## config.mk

```make
export PLATFORM = sky130hd
export DESIGN_NAME = npm_dist
export DESIGN_NICKNAME = d
export VERILOG_FILES = /design/src/rtl/nearest_point_match_assert.svh /design/src/rtl/npm_pkg.sv /design/src/rtl/npm_dist.sv
export SDC_FILE = /design/constraint.sdc
export NUM_CORES = 1
export LEC_CHECK = 0
export BUFFER_PORTS_ARGS = -buffer_cell sky130_fd_sc_hd__buf_2
export CORE_MARGIN = 8
export CORE_UTILIZATION = 45
export DETAILED_ROUTE_END_ITERATION = 12
export MAX_ROUTING_LAYER = met4
export PLACE_DENSITY = 0.63
export SETUP_SLACK_MARGIN = 0.5
export SLEW_MARGIN = 10
export SYNTH_ARGS = -nofsm -noshare
export SYNTH_HDL_FRONTEND = slang
export SYNTH_SLANG_ARGS = --single-unit
```

## constraint.sdc

```tcl
create_clock -name clk -period 9.7 [get_ports clk]
set_clock_uncertainty 0.05 [all_clocks]
set_input_delay 2.91 -clock clk [delete_from_list [all_inputs] [get_ports clk]]
set_output_delay 2.91 -clock clk [all_outputs]
set_load 0.005 [all_outputs]
```

## src/rtl/nearest_point_match_assert.svh

```systemverilog
// ----------------------------------------------------------------------------
// nearest_point_match_assert
// Assertion macros shared by the nearest point match RTL.
// ----------------------------------------------------------------------------
// Each macro expands to one labeled concurrent assertion that is
// clocked on clk and disabled while rst_n is low.
`ifndef NEAREST_POINT_MATCH_ASSERT_SVH
`define NEAREST_POINT_MATCH_ASSERT_SVH

// Same-cycle implication.
`define NPM_ASSERT_IMP(label, ante, cons) \
    label: assert property (@(posedge clk) disable iff (!rst_n) (ante) |-> (cons)) \
        else $error("nearest_point_match assertion failed");

// Next-cycle implication.
`define NPM_ASSERT_NXT(label, ante, cons) \
    label: assert property (@(posedge clk) disable iff (!rst_n) (ante) |=> (cons)) \
        else $error("nearest_point_match assertion failed");

`endif

```

## src/rtl/npm_pkg.sv

```systemverilog
// ----------------------------------------------------------------------------
// npm_pkg
// Shared constants, codes and types of the nearest point match block.
// ----------------------------------------------------------------------------
`timescale 1ns / 1ps
`default_nettype none

package npm_pkg;

    localparam int MAX_REF_POINTS = 1024;
    localparam int COORD_BITS     = 16;
    localparam int IDX_BITS       = $clog2(MAX_REF_POINTS);
    localparam int CNT_BITS       = $clog2(MAX_REF_POINTS + 1);
    localparam int DIST_BITS      = 2 * COORD_BITS + 1;
    localparam int RAM_WIDTH      = 2 * COORD_BITS;

    localparam logic REQ_LOAD  = 1'b0;
    localparam logic REQ_QUERY = 1'b1;

    typedef enum logic [3:0] {
        ST_IDLE   = 4'b0001,
        ST_SCAN   = 4'b0010,
        ST_DRAIN  = 4'b0100,
        ST_FINISH = 4'b1000
    } state_t;

    // One store read issued by the scan controller.
    typedef struct packed {
        logic                valid;
        logic                last;
        logic [IDX_BITS-1:0] index;
    } scan_req_t;

    // One scored reference point leaving the distance pipeline.
    typedef struct packed {
        logic                         valid;
        logic                         last;
        logic [IDX_BITS-1:0]          index;
        logic signed [COORD_BITS-1:0] x;
        logic signed [COORD_BITS-1:0] y;
        logic [DIST_BITS-1:0]         dist_sq;
    } dist_res_t;

endpackage

`default_nettype wire

```

## src/rtl/npm_dist.sv

```systemverilog
// ----------------------------------------------------------------------------
// npm_dist
// Pipelined squared-distance unit: absolute differences, squares, sum.
// ----------------------------------------------------------------------------
`timescale 1ns / 1ps
`default_nettype none

module npm_dist (
    input  wire logic                                   clk,
    input  wire logic                                   rst_n,
    input  wire npm_pkg::scan_req_t                     req,
    input  wire logic [npm_pkg::RAM_WIDTH-1:0]          rdata,
    input  wire logic signed [npm_pkg::COORD_BITS-1:0]  qx,
    input  wire logic signed [npm_pkg::COORD_BITS-1:0]  qy,
    output npm_pkg::dist_res_t                          res
);

    import npm_pkg::*;

    scan_req_t                    req0_reg;
    scan_req_t                    req1_reg;
    scan_req_t                    req2_reg;
    logic signed [COORD_BITS-1:0] x1_reg;
    logic signed [COORD_BITS-1:0] y1_reg;
    logic signed [COORD_BITS-1:0] x2_reg;
    logic signed [COORD_BITS-1:0] y2_reg;
    logic [COORD_BITS-1:0]        adx_reg;
    logic [COORD_BITS-1:0]        ady_reg;
    logic [2*COORD_BITS-1:0]      sqx_reg;
    logic [2*COORD_BITS-1:0]      sqy_reg;
    dist_res_t                    res_reg;

    logic signed [COORD_BITS-1:0] rx;
    logic signed [COORD_BITS-1:0] ry;
    logic signed [COORD_BITS:0]   dx;
    logic signed [COORD_BITS:0]   dy;
    logic [COORD_BITS:0]          adx_full;
    logic [COORD_BITS:0]          ady_full;

    always_comb
    begin
        rx = rdata[RAM_WIDTH-1:COORD_BITS];
        ry = rdata[COORD_BITS-1:0];
        dx = $signed({rx[COORD_BITS-1], rx}) - $signed({qx[COORD_BITS-1], qx});
        dy = $signed({ry[COORD_BITS-1], ry}) - $signed({qy[COORD_BITS-1], qy});
        // The magnitude of a difference of two coordinates always fits
        // in COORD_BITS unsigned bits.
        adx_full = dx[COORD_BITS] ? $unsigned(-dx) : $unsigned(dx);
        ady_full = dy[COORD_BITS] ? $unsigned(-dy) : $unsigned(dy);
    end

    always_ff @(posedge clk or negedge rst_n)
    begin
        if (!rst_n)
        begin
            req0_reg <= '0;
            req1_reg <= '0;
            req2_reg <= '0;
            res_reg  <= '0;
        end
        else
        begin
            req0_reg <= req;
            req1_reg <= req0_reg;
            req2_reg <= req1_reg;
            res_reg.valid   <= req2_reg.valid;
            res_reg.last    <= req2_reg.last;
            res_reg.index   <= req2_reg.index;
            res_reg.x       <= x2_reg;
            res_reg.y       <= y2_reg;
            res_reg.dist_sq <= {1'b0, sqx_reg} + {1'b0, sqy_reg};
        end
    end

    always_ff @(posedge clk)
    begin
        x1_reg  <= rx;
        y1_reg  <= ry;
        adx_reg <= adx_full[COORD_BITS-1:0];
        ady_reg <= ady_full[COORD_BITS-1:0];
        x2_reg  <= x1_reg;
        y2_reg  <= y1_reg;
        sqx_reg <= adx_reg * adx_reg;
        sqy_reg <= ady_reg * ady_reg;
    end

    assign res = res_reg;

endmodule

`default_nettype wire

```

Word-level counts from Yosys, hierarchy flattened
Index checks and enable logic that the tools add are counted.
{"block": "totals", "reg_bits": 273, "inputBits": 78, "output_inout_bits": 77, "word_cells": 32}
{"block": "op_classes", "add_sub_neg": 5, "mul": 2, "muxes": 2}
{"cell": "$mul 16x16->32", "n": 2}
{"cell": "$sub 16x16->17", "n": 2}
{"cell": "$add 32x32->33", "n": 1}
{"cell": "$mux 16", "n": 2}
{"cell": "$neg 16->16", "n": 2}

Longest topological paths before layout
{"block": "logic_depth", "word_depth": 3, "ltp_mapped": 26}

Worst setup path after synthesis
OpenSTA, ideal clock, no wires.
{"block": "synth_timing", "kind": "reg2reg", "startpoint": "reg adx_reg[8]", "endpoint": "reg sqx_reg[30]", "setup_ns": 0.091, "arrival_time_ns": 6.143, "required_ns": 9.559, "path_slack_ns": 3.416, "stages_incl_launch_ff": 26, "path_buffers": 1, "period_less_slack_ns": 6.284, "cell_sequence": "dfxtp_1 clkbuf_1 nand2_1 inv_1 fa_1 inv_1 fa_1 inv_1 fa_1 inv_1 fa_1 inv_1 fa_1 inv_1 fa_1 inv_1 ha_1 nand3_1 nor2_1 a21oi_1 a21boi_0 o21ai_0 a2111oi_0 o21ai_0 and4b_1 a311oi_1"}
{"block": "synth_via", "elab_chain_cells": 1}
{"item": "start: declaration", "line_no": "npm_dist.sv:27", "rtl": "logic [COORD_BITS-1:0] adx_reg;"}
{"item": "start signal: assignment", "line_no": "npm_dist.sv:79", "rtl": "adx_reg <= adx_full[COORD_BITS-1:0];"}
{"item": "$mul 16x16->32", "line_no": "npm_dist.sv:83", "rtl": "sqx_reg <= adx_reg * adx_reg;"}
{"item": "end signal: assignment", "line_no": "npm_dist.sv:83"}
{"item": "end: declaration", "line_no": "npm_dist.sv:29", "rtl": "logic [2*COORD_BITS-1:0] sqx_reg;"}
Every way passes these cells.

Worst setup path in the final report
{"block": "layout_timing", "startpoint": "reg ady_reg[9]", "endpoint": "reg sqy_reg[30]"}
{"block": "layout_via", "elab_chain_cells": 1}
{"item": "start: declaration", "line_no": "npm_dist.sv:28", "rtl": "logic [COORD_BITS-1:0] ady_reg;"}
{"item": "start signal: assignment", "line_no": "npm_dist.sv:80", "rtl": "ady_reg <= ady_full[COORD_BITS-1:0];"}
{"item": "$mul 16x16->32", "line_no": "npm_dist.sv:84", "rtl": "sqy_reg <= ady_reg * ady_reg;"}
{"item": "end signal: assignment", "line_no": "npm_dist.sv:84"}
{"item": "end: declaration", "line_no": "npm_dist.sv:30", "rtl": "logic [2*COORD_BITS-1:0] sqy_reg;"}
Every way passes these cells.

==> insert_results.sql <==
INSERT INTO impl_metrics (metric_group, metric, value, unit) VALUES
('run_status', 'status', 'finished, final reports clean', ''),
('routing', 'viasPerCell', '5.03', ''),
('placed_design', 'port-buffer-count', '154', ''),
('cts', 'clk-insertion-delay-late', '600', 'ps'),
('critical_path', 'timing.critical_path.slowest_cell_delay', '750', 'ps'),
('cts', 'tritoncts_clock_tree', 'yes', ''),
('sta', 'worstMarginPinSlew', '1010', 'ps'),
('cts', 'post_cts_hold_buffer_count', '0', ''),
('hold_path', 'whs_path_depth', '0', ''),
('job', 'maxCapViolCount', '0', ''),
('synthesis', 'ys_seq_elements', '271', ''),
('critical_path', 'critPathKind', 'reg -> reg', ''),
('grt', 'global_route_wire_length_before_repair', '83.7', 'mm'),
('grt', 'antenna_found_initial', '0', ''),
('grt', 'first_global_vias', '17666', ''),
('placed_design', 'dp.final_hpwl', '41.1', 'mm'),
('critical_path', 'cp.required', '10110', 'ps'),
('synthesis', 'ys_types', '76', ''),
('layout', 'finish.instance_area', '0.0267', 'sq mm'),
('cts', 'cts.htree.levels', '1', ''),
('synthesis', 'syn_area_per_cell', '9.73', 'sq um'),
('synthesis', 'area_of_the_mapped_netlist', '0.0241', 'sq mm'),
('layout', 'largest_register_ffs', '77', ''),
('floorplan', 'fp.dieW', '247', 'um'),
('critical_path', 'crit_path_cell_trace', 'and2_1, inv_1, fa_1, inv_1, fa_1, inv_1, fa_1, inv_1, fa_1, fa_1, inv_1, fa_1, inv_1, ha_1, and4_1, and3b_1, or4_1, o211ai_1, o21ai_1, a211oi_1, or4_1, o211ai_1', ''),
('critical_path', 'slowest_stage', 'dfxtp_1', ''),
('critical_path', 'endpoint_kind', 'register', ''),
('grt', 'globalRoute.totalOverflow', '0', ''),
('floorplan', 'ios', '155', ''),
('layout', 'stdcell_count', '3330', ''),
('cts', 'cts.repair.resized', '0', ''),
('routing', 'wl', '49.5', 'mm'),
('sta', 'fin_setup_tns', '0', 'ps'),
('routing', 'vias', '16744', ''),
('layout', 'final_layout_size_suffix_gt1_frac', '0.0946', ''),
('layout', 'num_antenna_cells', '0', ''),
('placed_design', 'dp_cells', '3272', ''),
('synthesis', 'main_synth_ff_type', 'dfxtp_1', ''),
('critical_path', 'arrival', '7350', 'ps'),
('critical_path', 'critical_path.reg2reg.endpoint', 'sqy_reg[30]', ''),
('critical_path', 'cp_top_family', 'adder cells', ''),
('sta', 'final_hold_viol_count', '0', ''),
('layout', 'multi_input_area', '0.0157', 'sq mm'),
('placed_design', 'placed_cell_area', '0.0256', 'sq mm'),
('cts', 'numClockSinks', '271', ''),
('cts', 'path_clk_slew', '80', 'ps'),
('synthesis', 'asyncSetResetFlopFracSynth', '0.417', ''),
('sta', 'final_max_slew_viol_count', '0', ''),
('placed_design', 'place.gp.congestion', '0.871', ''),
('hold_path', 'worst_hold_path_type', 'reg -> reg', ''),
('routing', 'ant_nets', '0', ''),
('cts', 'cts-root-buf', 'clkbuf_16', ''),
('critical_path', 'start_kind', 'register', ''),
('synthesis', 'number_of_enable_flip_flop_cells_after_synthesis', '0', ''),
('critical_path', 'worstReg2RegStart', 'ady_reg[9]', ''),
('layout', 'fillers', '4927', ''),
('critical_path', 'timing.critical_path.fanout_max', '16', ''),
('floorplan', 'die_area', '0.0612', 'sq mm'),
('cts', 'clock_tree.buffer_depth', '3', ''),
('critical_path', 'critical_path_cell_count', '22', ''),
('sta', 'final-setup-viol-count', '0', ''),
('synthesis', 'yosysWarnings', '0', ''),
('floorplan', 'floorplan.initialDensity', '0.456', ''),
('cts', 'post_cts_buffers', '0', ''),
('routing', 'routed_wire_length_per_instance', '14.9', 'um'),
('floorplan', 'die_height', '247', 'um'),
('critical_path', 'critical_path.n_buffers_inverters', '6', ''),
('grt', 'gr-usage-all-layers', '0.171', ''),
('floorplan', 'placeableCoreArea', '0.0528', 'sq mm'),
('synthesis', 'netlist_instances', '2473', ''),
('routing', 'remaining_drc_errors', '0', '');
-- synth_stat cells, drive strengths merged (6+ instances only) --
library cell / n / area [sq um]
ha: 265 / 3320
a21oi: 88 / 440
a21o: 35 / 264
xor2: 39 / 342
o21bai: 11 / 82.6
nor2b: 21 / 131
nand2: 192 / 721
o21a: 18 / 135
o21ai: 56 / 284
a211o: 7 / 62.6
or3: 8 / 51.3
and2: 88 / 552
fa: 326 / 6530
dfxtp: 158 / 3160
or4: 6 / 50.1
nand2b: 16 / 100
clkbuf: 46 / 183
nor3: 25 / 130
or2: 12 / 75.1
xnor2: 89 / 780
nand3: 20 / 100
and3: 16 / 103
inv: 575 / 2160
o211ai: 8 / 60.1
o31ai: 7 / 57.6
o31a: 6 / 52.6
nand4: 10 / 62.6
nor2: 114 / 428
a211oi: 20 / 155
a31oi: 10 / 68.8
dfrtp: 113 / 2830
-- cells by family (layout without fill, tap and decap cells) --
family / count (synthesis) / count (layout) / share of synthesized area
flip-flops: 271 / 271 / 0.249
multiplexers: 10 / 10 / 0.00442
adder cells (fa/ha/maj): 591 / 591 / 0.409
AND/OR/NAND/NOR: 542 / 542 / 0.109
XOR/XNOR: 128 / 128 / 0.0466
AO/OA/AOI/OAI: 310 / 310 / 0.0854
buffers and inverters: 621 / 790 / 0.0972
-- through the flow --
stage	setup WS (ps)	utilization
2_1_floorplan	3420	-
3_3_place_gp	2940	0.484
3_5_place_dp	2850	0.484
4_1_cts	2800	0.506
5_1_grt	2400	0.506
6_report	2770	0.506
-- cell type report --
cell class,instances,area share
Sequential cell,271,0.225
Tap cell,688,0.0323
Multi-Input combinational cell,1581,0.590
Clock inverter,16,0.00882
Timing Repair Buffer,157,0.0300
Clock buffer,42,0.0333
Inverter,575,0.0809
-- per-layer routing --
metal	part of all wire	wire length, um	global-route usage
met5	0	0	-
met4	0.027	1340	0.0451
met3	0.039	1930	0.0205
met2	0.50	24600	0.290
met1	0.44	21600	0.215
-- how the worst max path moves through the flow --
stage,from,endpoint,slack [ps]
final,ady_reg[9],sqy_reg[30],2770
after global routing,adx_reg[4],sqx_reg[29],2400
after CTS,ady_reg[5],sqy_reg[30],2800
after detailed placement,ady_reg[5],sqy_reg[30],2850
after global placement,ady_reg[9],sqy_reg[30],2940
after floorplan,adx_reg[8],sqx_reg[30],3420
-- layout by cell type (no fill, tap or decap), types with 19 or more instances in the layout --
cell type and instances:
a21o_1 34, a21oi_1 88, and2_1 87, o21ai_0 53, xnor2_1 89, nor3_1 24
fa_1 326, dfrtp_1 113, dfxtp_1 158, nor2b_1 21, nand2_1 192, inv_1 575
nand3_1 20, xor2_1 39, ha_1 265, clkbuf_16 32, a211oi_1 19, buf_2 153
nor2_1 114
Power is left out: the tool's default activity adds up to more than one toggle a clock period on the data nets, which glitch-free logic cannot reach.
