--- src/rtl/nearest_point_match_assert.svh ---
// ----------------------------------------------------------------------------
// nearest_point_match_assert
// Assertion macros shared by the nearest point match RTL.
// ----------------------------------------------------------------------------
// Each macro expands to one labeled concurrent assertion that is
// clocked on clk and disabled while rst_n is low.
`ifndef NEAREST_POINT_MATCH_ASSERT_SVH
`define NEAREST_POINT_MATCH_ASSERT_SVH

// Same-cycle implication.
`define NPM_ASSERT_IMP(label, ante, cons) \
    label: assert property (@(posedge clk) disable iff (!rst_n) (ante) |-> (cons)) \
        else $error("nearest_point_match assertion failed");

// Next-cycle implication.
`define NPM_ASSERT_NXT(label, ante, cons) \
    label: assert property (@(posedge clk) disable iff (!rst_n) (ante) |=> (cons)) \
        else $error("nearest_point_match assertion failed");

`endif

--- src/rtl/npm_pkg.sv ---
// ----------------------------------------------------------------------------
// npm_pkg
// Shared constants, codes and types of the nearest point match block.
// ----------------------------------------------------------------------------
`timescale 1ns / 1ps
`default_nettype none

package npm_pkg;

    localparam int MAX_REF_POINTS = 1024;
    localparam int COORD_BITS     = 16;
    localparam int IDX_BITS       = $clog2(MAX_REF_POINTS);
    localparam int CNT_BITS       = $clog2(MAX_REF_POINTS + 1);
    localparam int DIST_BITS      = 2 * COORD_BITS + 1;
    localparam int RAM_WIDTH      = 2 * COORD_BITS;

    localparam logic REQ_LOAD  = 1'b0;
    localparam logic REQ_QUERY = 1'b1;

    typedef enum logic [3:0] {
        ST_IDLE   = 4'b0001,
        ST_SCAN   = 4'b0010,
        ST_DRAIN  = 4'b0100,
        ST_FINISH = 4'b1000
    } state_t;

    // One store read issued by the scan controller.
    typedef struct packed {
        logic                valid;
        logic                last;
        logic [IDX_BITS-1:0] index;
    } scan_req_t;

    // One scored reference point leaving the distance pipeline.
    typedef struct packed {
        logic                         valid;
        logic                         last;
        logic [IDX_BITS-1:0]          index;
        logic signed [COORD_BITS-1:0] x;
        logic signed [COORD_BITS-1:0] y;
        logic [DIST_BITS-1:0]         dist_sq;
    } dist_res_t;

endpackage

`default_nettype wire

--- src/rtl/npm_scan.sv ---
// ----------------------------------------------------------------------------
// npm_scan
// Request handling, store fill control, scan sequencing and best-match
// tracking, with the result register toward the output channel.
// ----------------------------------------------------------------------------
`timescale 1ns / 1ps
`default_nettype none

`include "nearest_point_match_assert.svh"

module npm_scan (
    input  wire logic                                   clk,
    input  wire logic                                   rst_n,
    input  wire logic                                   in_valid,
    output logic                                        in_ready,
    input  wire logic                                   req_type,
    input  wire logic                                   new_set,
    input  wire logic signed [npm_pkg::COORD_BITS-1:0]  point_x,
    input  wire logic signed [npm_pkg::COORD_BITS-1:0]  point_y,
    output logic                                        out_valid,
    input  wire logic                                   out_ready,
    output logic                                        found,
    output logic signed [npm_pkg::COORD_BITS-1:0]       match_x,
    output logic signed [npm_pkg::COORD_BITS-1:0]       match_y,
    output logic [npm_pkg::IDX_BITS-1:0]                match_index,
    output logic [npm_pkg::DIST_BITS-1:0]               min_sq_dist,
    output logic                                        set_overflowed,
    output logic                                        wr_en,
    output logic [npm_pkg::IDX_BITS-1:0]                wr_addr,
    output logic [npm_pkg::RAM_WIDTH-1:0]               wr_data,
    output npm_pkg::scan_req_t                          req,
    output logic signed [npm_pkg::COORD_BITS-1:0]       qx,
    output logic signed [npm_pkg::COORD_BITS-1:0]       qy,
    input  wire npm_pkg::dist_res_t                     res
);

    import npm_pkg::*;

    localparam logic [CNT_BITS-1:0] MAX_COUNT = CNT_BITS'(MAX_REF_POINTS);

    state_t                       state_reg, state_next;
    logic [CNT_BITS-1:0]          count_reg, count_next;
    logic                         overflow_reg, overflow_next;
    logic [CNT_BITS-1:0]          rd_cnt_reg, rd_cnt_next;
    logic signed [COORD_BITS-1:0] qx_reg, qx_next;
    logic signed [COORD_BITS-1:0] qy_reg, qy_next;
    logic                         have_best_reg, have_best_next;
    logic signed [COORD_BITS-1:0] best_x_reg, best_x_next;
    logic signed [COORD_BITS-1:0] best_y_reg, best_y_next;
    logic [IDX_BITS-1:0]          best_idx_reg, best_idx_next;
    logic [DIST_BITS-1:0]         best_dist_reg, best_dist_next;
    logic                         out_valid_reg, out_valid_next;
    logic                         found_reg, found_next;
    logic signed [COORD_BITS-1:0] mx_reg, mx_next;
    logic signed [COORD_BITS-1:0] my_reg, my_next;
    logic [IDX_BITS-1:0]          midx_reg, midx_next;
    logic [DIST_BITS-1:0]         mdist_reg, mdist_next;
    logic                         movf_reg, movf_next;

    logic accept;
    logic take;

    always_comb
    begin
        state_next     = state_reg;
        count_next     = count_reg;
        overflow_next  = overflow_reg;
        rd_cnt_next    = rd_cnt_reg;
        qx_next        = qx_reg;
        qy_next        = qy_reg;
        have_best_next = have_best_reg;
        best_x_next    = best_x_reg;
        best_y_next    = best_y_reg;
        best_idx_next  = best_idx_reg;
        best_dist_next = best_dist_reg;
        out_valid_next = out_valid_reg;
        found_next     = found_reg;
        mx_next        = mx_reg;
        my_next        = my_reg;
        midx_next      = midx_reg;
        mdist_next     = mdist_reg;
        movf_next      = movf_reg;

        in_ready = (state_reg == ST_IDLE);
        accept   = in_valid && in_ready;
        wr_en    = 1'b0;
        wr_addr  = count_reg[IDX_BITS-1:0];
        wr_data  = {point_x, point_y};
        req      = '0;

        // Strictly smaller wins, so on a tie the earliest point stays.
        take = res.valid && (!have_best_reg || (res.dist_sq < best_dist_reg));
        if (take)
        begin
            have_best_next = 1'b1;
            best_x_next    = res.x;
            best_y_next    = res.y;
            best_idx_next  = res.index;
            best_dist_next = res.dist_sq;
        end

        if (out_valid_reg && out_ready)
        begin
            out_valid_next = 1'b0;
        end

        case (state_reg)
            ST_IDLE:
            begin
                if (accept)
                begin
                    if (req_type == REQ_LOAD)
                    begin
                        if (new_set)
                        begin
                            overflow_next = 1'b0;
                            wr_en         = 1'b1;
                            wr_addr       = '0;
                            count_next    = CNT_BITS'(1);
                        end
                        else if (count_reg < MAX_COUNT)
                        begin
                            wr_en      = 1'b1;
                            count_next = count_reg + CNT_BITS'(1);
                        end
                        else
                        begin
                            overflow_next = 1'b1;
                        end
                    end
                    else
                    begin
                        qx_next        = point_x;
                        qy_next        = point_y;
                        have_best_next = 1'b0;
                        best_x_next    = '0;
                        best_y_next    = '0;
                        best_idx_next  = '0;
                        best_dist_next = '0;
                        rd_cnt_next    = '0;
                        state_next     = (count_reg == '0) ? ST_FINISH : ST_SCAN;
                    end
                end
            end
            ST_SCAN:
            begin
                req.valid   = 1'b1;
                req.index   = rd_cnt_reg[IDX_BITS-1:0];
                req.last    = (rd_cnt_reg == count_reg - CNT_BITS'(1));
                rd_cnt_next = rd_cnt_reg + CNT_BITS'(1);
                if (req.last)
                begin
                    state_next = ST_DRAIN;
                end
            end
            ST_DRAIN:
            begin
                if (res.valid && res.last)
                begin
                    state_next = ST_FINISH;
                end
            end
            ST_FINISH:
            begin
                if (!out_valid_reg || out_ready)
                begin
                    out_valid_next = 1'b1;
                    found_next     = have_best_reg;
                    mx_next        = best_x_reg;
                    my_next        = best_y_reg;
                    midx_next      = best_idx_reg;
                    mdist_next     = best_dist_reg;
                    movf_next      = overflow_reg;
                    state_next     = ST_IDLE;
                end
            end
            default:
            begin
                state_next = ST_IDLE;
            end
        endcase
    end

    always_ff @(posedge clk or negedge rst_n)
    begin
        if (!rst_n)
        begin
            state_reg     <= ST_IDLE;
            count_reg     <= '0;
            overflow_reg  <= 1'b0;
            rd_cnt_reg    <= '0;
            have_best_reg <= 1'b0;
            out_valid_reg <= 1'b0;
        end
        else
        begin
            state_reg     <= state_next;
            count_reg     <= count_next;
            overflow_reg  <= overflow_next;
            rd_cnt_reg    <= rd_cnt_next;
            have_best_reg <= have_best_next;
            out_valid_reg <= out_valid_next;
        end
    end

    always_ff @(posedge clk)
    begin
        qx_reg        <= qx_next;
        qy_reg        <= qy_next;
        best_x_reg    <= best_x_next;
        best_y_reg    <= best_y_next;
        best_idx_reg  <= best_idx_next;
        best_dist_reg <= best_dist_next;
        found_reg     <= found_next;
        mx_reg        <= mx_next;
        my_reg        <= my_next;
        midx_reg      <= midx_next;
        mdist_reg     <= mdist_next;
        movf_reg      <= movf_next;
    end

    assign qx             = qx_reg;
    assign qy             = qy_reg;
    assign out_valid      = out_valid_reg;
    assign found          = found_reg;
    assign match_x        = mx_reg;
    assign match_y        = my_reg;
    assign match_index    = midx_reg;
    assign min_sq_dist    = mdist_reg;
    assign set_overflowed = movf_reg;

    `NPM_ASSERT_IMP(a_count_in_range, 1'b1, count_reg <= MAX_COUNT)
    `NPM_ASSERT_IMP(a_result_only_in_scan, res.valid,
                    (state_reg == ST_SCAN) || (state_reg == ST_DRAIN))
    `NPM_ASSERT_NXT(a_query_starts_scan,
                    accept && (req_type == REQ_QUERY) && (count_reg != '0),
                    state_reg == ST_SCAN)
    `NPM_ASSERT_NXT(a_full_load_sets_overflow,
                    accept && (req_type == REQ_LOAD) && !new_set && (count_reg == MAX_COUNT),
                    overflow_reg && (count_reg == MAX_COUNT))

endmodule

`default_nettype wire

--- config.mk ---
export PLATFORM = sky130hd
export DESIGN_NAME = npm_scan
export DESIGN_NICKNAME = d
export VERILOG_FILES = /design/src/rtl/npm_pkg.sv /design/src/rtl/npm_scan.sv
export VERILOG_INCLUDE_DIRS = /design/src /design/src/rtl
export SDC_FILE = /design/constraint.sdc
export NUM_CORES = 1
export LEC_CHECK = 0
export BUFFER_PORTS_ARGS = -buffer_cell sky130_fd_sc_hd__buf_2
export CORE_MARGIN = 1
export CORE_UTILIZATION = 46
export DETAILED_ROUTE_END_ITERATION = 7
export GPL_TIMING_DRIVEN = 0
export PLACE_DENSITY_LB_ADDON = 0.1
export SETUP_SLACK_MARGIN = 0.4
export SYNTH_ARGS = -nofsm -noshare
export SYNTH_HDL_FRONTEND = slang
export SYNTH_SLANG_ARGS = --single-unit
--- constraint.sdc ---
create_clock -name clk -period 5 [get_ports clk]
set_clock_uncertainty 0.2 [all_clocks]
set_input_delay 0.5 -clock clk [delete_from_list [all_inputs] [get_ports clk]]
set_output_delay 0.5 -clock clk [all_outputs]
set_load 0.01 [all_outputs]
**Word level (Yosys, flattened, before mapping)**

Index checks and enable logic that the tools add are counted.

- Register bits: 213
- Bits in latches: 0
- Bits in writable memories: 0
- Memory bits (read-only): 0
- Input port bits: 115
- Word-level logic and storage cells: 99
- Memories: 0

- $add $sub $neg: 3
- Multipliers: 0
- Div/mod/pow operators: 0
- $lt $le $gt $ge: 2
- Eq/ne operators: 11
- Shift-type cells: 0
- Muxes and demuxes: 47
- Bitwise operators: 1
- Reductions and logical operators: 17

Operator list:

| cell | number |
|---|---|
| 2-to-1 mux 33 bit | 4 |
| 2-to-1 mux 16 bit | 8 |
| 2-to-1 mux 10 bit | 8 |
| 2-to-1 mux 11 bit | 4 |
| less-than comparator 33 bit | 1 |
| 2-to-1 mux 4 bit | 6 |
| adder 11 x 1 -> 11 bit (second input constant) | 2 |
| case mux 11 bit (2 select lines) | 1 |
| case mux 4 bit (4 select lines) | 1 |
| 2-to-1 mux 1 bit | 14 |
| 2-to-1 mux 12 bit | 1 |
| == test 11 bit | 1 |
| zero test 11 bit | 1 |
| less-than comparator 11 bit (second input constant) | 1 |
| subtractor 11 x 1 -> 11 bit (second input constant) | 1 |
| != test 2 bit (second input constant) | 4 |
| AND reduction 4 bit | 2 |
| AND reduction 3 bit | 2 |
| AND reduction 5 bit | 1 |
| == test 4 x 1 -> 1 bit (second input constant) | 1 |
| == test 4 x 2 -> 1 bit (second input constant) | 1 |
| == test 4 x 3 -> 1 bit (second input constant) | 1 |
| == test 4 bit (second input constant) | 1 |
| logical AND 1 bit | 4 |
| other kinds (6) | 10 |

**Logic depth before layout (Yosys ltp)**

- Word-level depth: 7
- Gate-level depth with buffers: 10
- Depth with buffers taken out: 8

**Worst setup path after synthesis**

No wires, ideal clock.

- Path kind: register to register
- Start point: reg state_reg[2]
- End point: reg found_reg (netlist: found) (enable)
- Setup time: 521 ps
- Data arrival time: 4555 ps
- Data required time: 4279 ps
- Path slack: -276 ps
- Cell stages (with the launch flop): 4
- Path buffers: 1
- Cell sequence: dfrtp_1 buf_2 or4b_2 nor2b_1

- Longest elaborated chain between the ends: 2

RTL lines:

| element | line | RTL |
|---|---|---|
| start: declaration | npm_scan.sv:41 | `state_t state_reg, state_next;` |
| start signal: assignment | npm_scan.sv:197 | `state_reg <= state_next;` |
| == test 4 bit | npm_scan.sv:107 | `case (state_reg)` |
| AND reduction 2 bit (no line) | - |  |
| end signal: assignment | npm_scan.sv:214 | `found_reg <= found_next;` |
| end: declaration | npm_scan.sv:53 | `logic found_reg, found_next;` |

No other way between the ends.
A chain may end at the register's enable or synchronous reset.

==> flow_summary.toml <==
[worst_hold_path]
min_to = "best_idx_reg[6]"
hold_depth = 3
hp-class = "primary input to flop"
hp-start = "res[71]"

[timing]
setup_tns_ps = 0
slew_headroom_pct = 45.64
rsz0062_at_grt = "false"
final-hold-violation-count = 0
min_period_ps = 3464
period_share_pct = 69.29
drv_slew = 0
max_slew.worst_pin.slew_ps = 813.6
fmax_ghz = 0.2886
finalSetupViolCount = 0

[global_routing]
grt_pass1_vias = 6780
antenna_found_initial = 1
grt.overflow.total = 0
grt_pass1_wl_mm = 35.33
grt_max_degree = 38
grt_usage_pct = 21.85

[final_layout]
register_area_um2 = 5502
area_growth_syn_to_layout_pct = 31.85
fillers = 1639
drive_gt1_share_pct = 32.35
final_area_um2 = 12060
nNetsFinal = 1322
multi_input_area_um2 = 3042

[clock_tree]
cts_buffers = 24
cts.path.max_buffers = 3
path_clk_slew_ps = 60
htree_levels = 1
cts_tree = "yes"
ctsResizeCount = 0
cts_root_buffer = "clkbuf_16"
clk_latency_ps = 520
postCtsSetupRepairBufs = 0
clock_sinks = 213

[yosys]
yosys_warnings = 0
netlist_top_cells_area = "edfxtp_1 36%, dfxtp_1 16%, dfrtp_1 7.7%"
syn_area_um2 = 9150
syn-num-nets = 980
synth_cell_types = 63
ys.flop_type = "edfxtp_1"
yosysSeqAreaShare_pct = 60.13
async_reset_ff_share_pct = 13.62
synth_top_area_cell = "edfxtp_1"
syn_area_per_cell_um2 = 11.02
ys_seq_elements = 213
synth_top_area_share_pct = 35.77
synth_edf_count = 109
netlist_instances = 830

[detailed_routing]
drt-vias-per-instance = 5.126
wl_per_cell_um = 15.90
vias = 7463
drc = 0
drt-pass1-iter-count = 6
wl_mm = 23.15
drt_iter0_drc = 371
ant_nets = 0

[setup_path]
cp.arrival_ps = 2760
endpoint_kind = "output pin"
r2r_slack_ps = 1960
regToRegEndpoint = "best_idx_reg[5]"
path_class = "flop to output pin"
r2r_cells = 10
r2r-start = "best_dist_reg[28]"
startpoint_type = "flop"
cp_max_fo = 10
cp.required_ps = 4300

[placement]
place_area_um2 = 10950
gp_congestion = 0.8182
place_hpwl_mm = 16.11
portBuffers = 280

[floorplanning]
core_um2 = 19460
io_pins = 281
die-area_um2 = 20460
initial_utilization_pct = 47.01
die_w_um = 143.0
num_rows = 51
die_h_um = 143.0

[power_and_ir_drop]
cellLeakagePower_nw = 5.183
p_per_area_nw_per_um2 = 495.4
vdd_drop_max_mv = 0.3806

[job]
drv_cap = 0

[status]
status = "finished, final reports clean"
[cell type report]
cell class | count | share of cell area, %
Sequential cell | 213 | 45.60
Multi-Input combinational cell | 493 | 25.21
Timing Repair Buffer | 316 | 14.85
Clock buffer | 34 | 5.372
Buffer | 84 | 3.858
Tap cell | 265 | 2.748
Inverter | 40 | 1.245
Clock inverter | 10 | 1.089
Antenna cell | 1 | 0.02074
[metrics by stage]
| stage | util, % | worst slack [ps] | hold slack, ps | total power [W] | cells |
|---|---|---|---|---|---|
| finish | 61.99 | 1536 | 31.07 | 0.005977 | 1456 |
| global route | 61.99 | 1281 | 19.64 | 0.006369 | 1456 |
| CTS | 61.97 | 1475 | 13.68 | 0.006025 | 1455 |
| detailed placement | 56.27 | 1820 | 210.0 | 0.004253 | 1378 |
| global placement | 55.93 | 152.8 | 206.5 | 0.004205 | 1375 |
| floorplan | - | 1191 | 4.409 | 0.003738 | 830 |
[layer usage]
layer	vias up	global-route usage, %	routed length, um
met3	31	4.058	1549
met1	3557	29.94	10250
li1	3638	-	-
met2	237	35.35	10960
met4	0	6.055	389
met5	-	0	0
[cells by family (layout without fill, tap and decap cells)]
logic type	Yosys count	in the layout	synth area share (%)
other	0	1	0
multiplexers	2	2	0.2325
AND/OR/NAND/NOR	218	218	12.96
buffers and inverters	124	484	6.714
AO/OA/AOI/OAI	211	211	12.59
XOR/XNOR	27	27	2.584
flip-flops	213	213	60.13
adder cells (fa/ha/maj)	35	35	4.786
[Yosys cell counts (3+ instances only)]
library cell,n
a21o_1,3
a21oi_1,94
and2_1,18
and3_1,5
and4_1,3
buf_2,14
buf_4,32
clkbuf_1,27
clkbuf_2,9
dfrtp_1,28
dfxtp_1,75
edfxtp_1,109
ha_1,35
inv_1,40
nand2_1,30
nand2b_1,6
nand3_1,82
nand4_1,7
nor2_1,35
nor2_2,3
nor2b_1,3
nor3_1,6
o21ai_0,74
o21ai_1,14
or3_1,5
xnor2_1,11
xor2_1,16
[worst max path at each step]
| stage | start | endpoint | slack [ps] |
|---|---|---|---|
| after floorplan | state_reg[2] | found | 1190 |
| after global placement | state_reg[2] | match_y[13] | 150 |
| after detailed placement | res[28] | best_idx_reg[8] | 1820 |
| after CTS | count_reg[2] | req[10] | 1470 |
| after global routing | count_reg[2] | req[10] | 1280 |
| final | count_reg[2] | req[10] | 1540 |
[cells in the final DEF, fill, tap and decap left out, types with 33 or more instances in the layout]
cell type / n
nand3_1: 82
dlygate4sd3_1: 33
nor2_1: 35
buf_2: 294
edfxtp_1: 109
a21oi_1: 94
dfxtp_1: 75
inv_1: 40
o21ai_0: 74
clkbuf_1: 35
ha_1: 35
[power breakdown]
group / internal (W) / switching [W]
clock: 0.00106 / 0.000674
combinational: 0.000692 / 0.000965
sequential: 0.00236 / 0.000226
total: 0.00411 / 0.00187
[worst max-delay path, cell delays in order, from the launching register on]
cell	delay (ps)
dfrtp_1	350
clkbuf_1	240
nor3_1	490
nand2_1	200
o311ai_1	430
nand4_1	240
nor2_1	150
buf_2	150
[what timing repair did]
| action | in CTS | in global routing |
|---|---|---|
| hold endpoints to repair | 60 | 0 |
| hold buffers | 33 | 0 |
| endpoints found under the setup margin | 0 | 0 |
Note: power is estimated with default switching activity, not from simulation.
